## src/design/pba_pkg.sv

```systemverilog
// Shared types and constants for the page bitmap allocator.
// Used by pba_div and page_bitmap_allocator; no dependencies.
`default_nettype none

package pba_pkg;

  // Field widths of the ports
  localparam int PAGE_W = 17;   // page counts and page numbers inside the block
  localparam int IDX_W  = 16;   // page index on the ports
  localparam int REQ_W  = 2;
  localparam int STAT_W = 2;
  localparam int CFG_IDX_W = 1;
  localparam int BASE_W = PAGE_W + 1;  // word base may run one word past the count
  localparam int STEP_W = $clog2(PAGE_W + 1);

  // Bitmap word geometry; a power of two so word and bit split by shift and mask
  localparam int WORD_BITS = 32;
  localparam int BIT_W     = $clog2(WORD_BITS);

  // Request codes
  localparam logic [REQ_W-1:0] REQ_INIT  = 2'd0;
  localparam logic [REQ_W-1:0] REQ_ALLOC = 2'd1;
  localparam logic [REQ_W-1:0] REQ_FREE  = 2'd2;

  // Status codes
  localparam logic [STAT_W-1:0] STAT_OK    = 2'd0;
  localparam logic [STAT_W-1:0] STAT_OOM   = 2'd1;
  localparam logic [STAT_W-1:0] STAT_RANGE = 2'd2;

  // Configuration register indexes
  localparam logic [CFG_IDX_W-1:0] CFG_PAGE_COUNT = 1'd0;
  localparam logic [CFG_IDX_W-1:0] CFG_RESERVED   = 1'd1;

  typedef enum logic [3:0] {
    S_CLEAR,
    S_IDLE,
    S_INIT_RD,
    S_INIT_WR,
    S_DIV_HINT,
    S_SCAN_RD,
    S_SCAN_CHK,
    S_FREE_RD,
    S_FREE_WR,
    S_RESP
  } state_t;

  typedef struct packed {
    logic              start;
    logic [PAGE_W-1:0] dividend;
    logic [PAGE_W-1:0] divisor;
  } div_req_t;

  typedef struct packed {
    logic              done;
    logic [PAGE_W-1:0] quot;
    logic [PAGE_W-1:0] rem;
  } div_rsp_t;

endpackage

`default_nettype wire

```

## src/design/pba_div.sv

```systemverilog
// Restoring divider, one quotient bit per cycle.
// Depends on pba_pkg for widths and the request and response structs.
`default_nettype none

module pba_div import pba_pkg::*; (
  input  wire logic     clk,
  input  wire logic     rst_n,
  input  wire div_req_t req,
  output div_rsp_t      rsp
);

  logic              busy_r, busy_nxt;
  logic              done_r, done_nxt;
  logic [STEP_W-1:0] step_r, step_nxt;
  logic [PAGE_W-1:0] q_r, q_nxt;
  logic [PAGE_W:0]   r_r, r_nxt;
  logic [PAGE_W-1:0] d_r, d_nxt;
  logic [PAGE_W:0]   trial;

  always_comb begin
    busy_nxt = busy_r;
    step_nxt = step_r;
    q_nxt    = q_r;
    r_nxt    = r_r;
    d_nxt    = d_r;
    done_nxt = 1'b0;
    trial    = {r_r[PAGE_W-1:0], q_r[PAGE_W-1]};
    if (req.start) begin
      busy_nxt = 1'b1;
      step_nxt = STEP_W'(PAGE_W);
      q_nxt    = req.dividend;
      r_nxt    = '0;
      d_nxt    = req.divisor;
    end else if (busy_r) begin
      if (trial >= {1'b0, d_r}) begin
        r_nxt = trial - {1'b0, d_r};
        q_nxt = {q_r[PAGE_W-2:0], 1'b1};
      end else begin
        r_nxt = trial;
        q_nxt = {q_r[PAGE_W-2:0], 1'b0};
      end
      step_nxt = step_r - STEP_W'(1);
      if (step_r == STEP_W'(1)) begin
        busy_nxt = 1'b0;
        done_nxt = 1'b1;
      end
    end
  end

  always_ff @(posedge clk) begin
    if (!rst_n) begin
      busy_r <= 1'b0;
      done_r <= 1'b0;
      step_r <= '0;
    end else begin
      busy_r <= busy_nxt;
      done_r <= done_nxt;
      step_r <= step_nxt;
    end
    q_r <= q_nxt;
    r_r <= r_nxt;
    d_r <= d_nxt;
  end

  assign rsp.done = done_r;
  assign rsp.quot = q_r;
  assign rsp.rem  = r_r[PAGE_W-1:0];

endmodule

`default_nettype wire

```

## config.mk

```make
export PLATFORM = sky130hd
export DESIGN_NAME = pba_div
export DESIGN_NICKNAME = d
export VERILOG_FILES = /design/src/design/pba_pkg.sv /design/src/design/pba_div.sv
export SDC_FILE = /design/constraint.sdc
export NUM_CORES = 1
export LEC_CHECK = 0
export ABC_AREA = 1
export BUFFER_PORTS_ARGS = -buffer_cell sky130_fd_sc_hd__buf_2
export CAP_MARGIN = 20
export CORE_UTILIZATION = 40
export DETAILED_ROUTE_END_ITERATION = 8
export PLACE_DENSITY = 0.63
export RECOVER_POWER = 50
export SETUP_SLACK_MARGIN = 0.05
export SKIP_LAST_GASP = 1
export SYNTH_ARGS = -nofsm -noshare
export SYNTH_HDL_FRONTEND = slang
export SYNTH_SLANG_ARGS = --single-unit
export TNS_END_PERCENT = 30
```

## constraint.sdc

```tcl
create_clock -name clk -period 3.4 [get_ports clk]
set_clock_uncertainty 0.15 [all_clocks]
set_input_delay 0.51 -clock clk [delete_from_list [all_inputs] [get_ports clk]]
set_output_delay 0.51 -clock clk [all_outputs]
set_load 0.03 [all_outputs]
```

==> results.py <==
metrics = {
    "outcome": {
        "status": "complete, no violations",
    },
    "detailed_routing": {
        "via_per_inst": 4.81,
        "routed_wl_mm": 8.69,
        "post_drt_wl_per_cell_um": 12.8,
        "drtIter0Drc": 185,
        "dr.pass1.iters": 4,
        "drc": 0,
        "vias": 3254,
        "ant_nets": 0,
    },
    "clocking": {
        "postCtsSetupRepairBufs": 0,
        "cts-hold-fix-buffers": 0,
        "clkTransAtPathRegs_ns": 0.07,
        "clock_sinks": 58,
        "cts_root_buffer": "clkbuf_8",
        "cts_buffers": 9,
        "clk_latency_ns": 0.34,
        "cts_resized": 0,
        "clock_path_buffers": 2,
        "cts_tree": "yes",
        "h-tree-depth": 3,
    },
    "sta": {
        "worst_slew_pin_slew_ns": 1.02,
        "slew_violations": 0,
        "setup_tns_ns": 0,
        "relSlewSlack_pct": 32.0,
        "setup_viol": 0,
        "period_needed_ns": 2.55,
        "final_hold_viol_count": 0,
        "rsz0062_at_grt": "no",
        "fmax_ghz": 0.393,
        "timing.final.crit_share_pct": 74.9,
    },
    "grt": {
        "met1_usage_pct": 26.5,
        "grt_overflow": 0,
        "grtUsageTotal_pct": 19.4,
        "grt_start_max_net_pins": 26,
        "met3_usage_pct": 3.83,
        "grt_pass1_vias": 3035,
        "grt_pass1_wl_mm": 14.5,
        "antenna_found_initial": 0,
        "grt-busiest-layer": "met2",
        "gr-usage-met2_pct": 30.2,
    },
    "hold_path": {
        "min_from": "req[9]",
        "hold_path_class": "in -> reg",
    },
    "logic_synthesis": {
        "async_flop_share_pct": 0,
        "syn-num-nets": 546,
        "yosysUniqueCellTypes": 33,
        "synth_area_per_cell_um2": 7.34,
        "ys_ff_latch": 58,
        "yosysWarnings": 0,
        "yosysMostFrequentCell": "nand2_1",
        "synth_area_mm2": 0.00359,
        "synth_top_area_share_pct": 28.4,
        "yosysSeqAreaShare_pct": 41.8,
        "synth_top_area_cell": "edfxtp_1",
        "synth-edff-count": 34,
        "synthCells": 489,
        "synth-main-ff-cell": "edfxtp_1",
        "yosys-top-cells-count": "nand2_1, inv_1, nand3_1, edfxtp_1, dfxtp_1",
        "netlist_top_cells_area": "edfxtp_1, nand2_1, dfxtp_1",
    },
    "place": {
        "gp_congestion": 0.882,
        "hpwl_mm": 6.52,
        "numPortBuffers": 71,
        "dp.cells": 661,
    },
    "run": {
        "maxCapViolCount": 0,
    },
    "floorplan": {
        "ioPinCount": 72,
        "initial_utilization_pct": 41.2,
        "die_w_um": 96.8,
        "core_area_mm2": 0.00872,
        "die-height_um": 96.8,
        "num_rows": 34,
        "die_area_mm2": 0.00936,
    },
    "critical_path": {
        "required_ns": 3.51,
        "r2r-start": "q_r[16]",
        "cp-start-kind": "flop",
        "path_max_fanout": 20,
        "critPathArrivalTime_ns": 2.65,
        "endpoint_kind": "flop",
        "crit_start": "q_r[16]",
        "path_class": "reg -> reg",
    },
    "final_layout": {
        "layout-drive-gt1-share_pct": 14.6,
        "stdcell_count": 677,
        "antenna_cells": 0,
        "final_core_util_pct": 48.3,
        "nets": 621,
        "area.growth.synth_to_final_pct": 17.2,
        "fillCellCount": 862,
    },
    "pwr": {
        "leakage_nw": 2.25,
        "power.ir.vdd_worst_mv": 0.229,
        "pwr_density_cell_mw_per_mm2": 431,
    },
}
==> worst max-delay path: stages, from the launching register on <==
cell and delay (ns):
edfxtp_1 0.38, inv_1 0.09, ha_1 0.14, inv_1 0.07, fa_1 0.44, nand3_1 0.13, nand3_2 0.10, nand2_2 0.36
nand2_2 0.31, nand2_1 0.15, nand3_1 0.07, o21ai_0 0.07
==> cell type report <==
cell class	count	area, um^2	area share, %
clock inverter	5	77.6	1.84
clock buffer	11	141	3.36
sequential	58	1500	35.7
multi-input combinational	333	1670	39.7
timing repair buffer	76	359	8.53
inverter	86	323	7.67
tap	108	135	3.21
==> flip-flops by register name, indices dropped and copies added (netlist names) <==
name and flops:
step_r 5, r_r 17, busy_r 1, done_r 1, q_r 17, d_r 17
==> routing by layer <==
layer  up-vias  wire length [um]
li1       1676                 -
met1      1479              4320
met2        86              3820
met3        13               412
met4         0               137
met5         -                 0
==> cell families (layout without fill, tap and decap cells) <==
kind of cell    count (synthesis)  after routing  share of synthesized area (%)
fa+ha+maj                      20             20                           7.18
buf+inv                        98            178                           11.6
simple gates                  279            279                           33.3
flops                          58             58                           41.8
compound gates                 26             26                           4.11
xor+xnor                        8              8                           1.95
==> placed cells by master, fill, tap and decap left out, types with 2 or more instances in the layout <==
| master | count |
|---|---|
| nor2_2 | 6 |
| xor2_1 | 3 |
| buf_2 | 47 |
| a21oi_1 | 10 |
| buf_4 | 4 |
| nand2_1 | 178 |
| nand3_1 | 47 |
| o21ai_0 | 8 |
| nand3_2 | 3 |
| clkbuf_8 | 10 |
| nand3b_1 | 7 |
| xnor2_1 | 5 |
| dfxtp_1 | 24 |
| nor3_1 | 5 |
| nor2_1 | 23 |
| clkinv_2 | 2 |
| o21ai_1 | 2 |
| bufinv_16 | 2 |
| ha_1 | 19 |
| nand2_2 | 7 |
| inv_1 | 86 |
| clkbuf_1 | 26 |
| edfxtp_1 | 34 |
==> per-stage QoR <==
step | setup WS (ns) | hold slack, ns | cell area, um^2 | power (mW)
floorplan | 1.13 | 0.341 | 3590 | 1.02
global placement | 0.958 | 0.333 | 4030 | 1.10
detailed placement | 0.870 | 0.331 | 4030 | 1.11
CTS | 0.862 | 0.169 | 4240 | 1.83
global route | 0.610 | 0.175 | 4210 | 1.89
finish | 0.852 | 0.185 | 4210 | 1.82
==> power breakdown <==
part	switching, mW	total, mW	internal (mW)
registers	0.0220	0.818	0.796
logic	0.185	0.267	0.0822
clock network	0.300	0.730	0.431
total	0.506	1.82	1.31
==> path summary, 6_finish.rpt <==
kind	end	depth (start not counted)	slack [ns]
worst max-delay path	r_r[2]	11	0.85
worst min-delay path	d_r[9]	1	0.18
worst max register to register	r_r[2]	11	0.85
worst min register to register	r_r[16]	2	0.34
(Power assumes the default switching activity.)
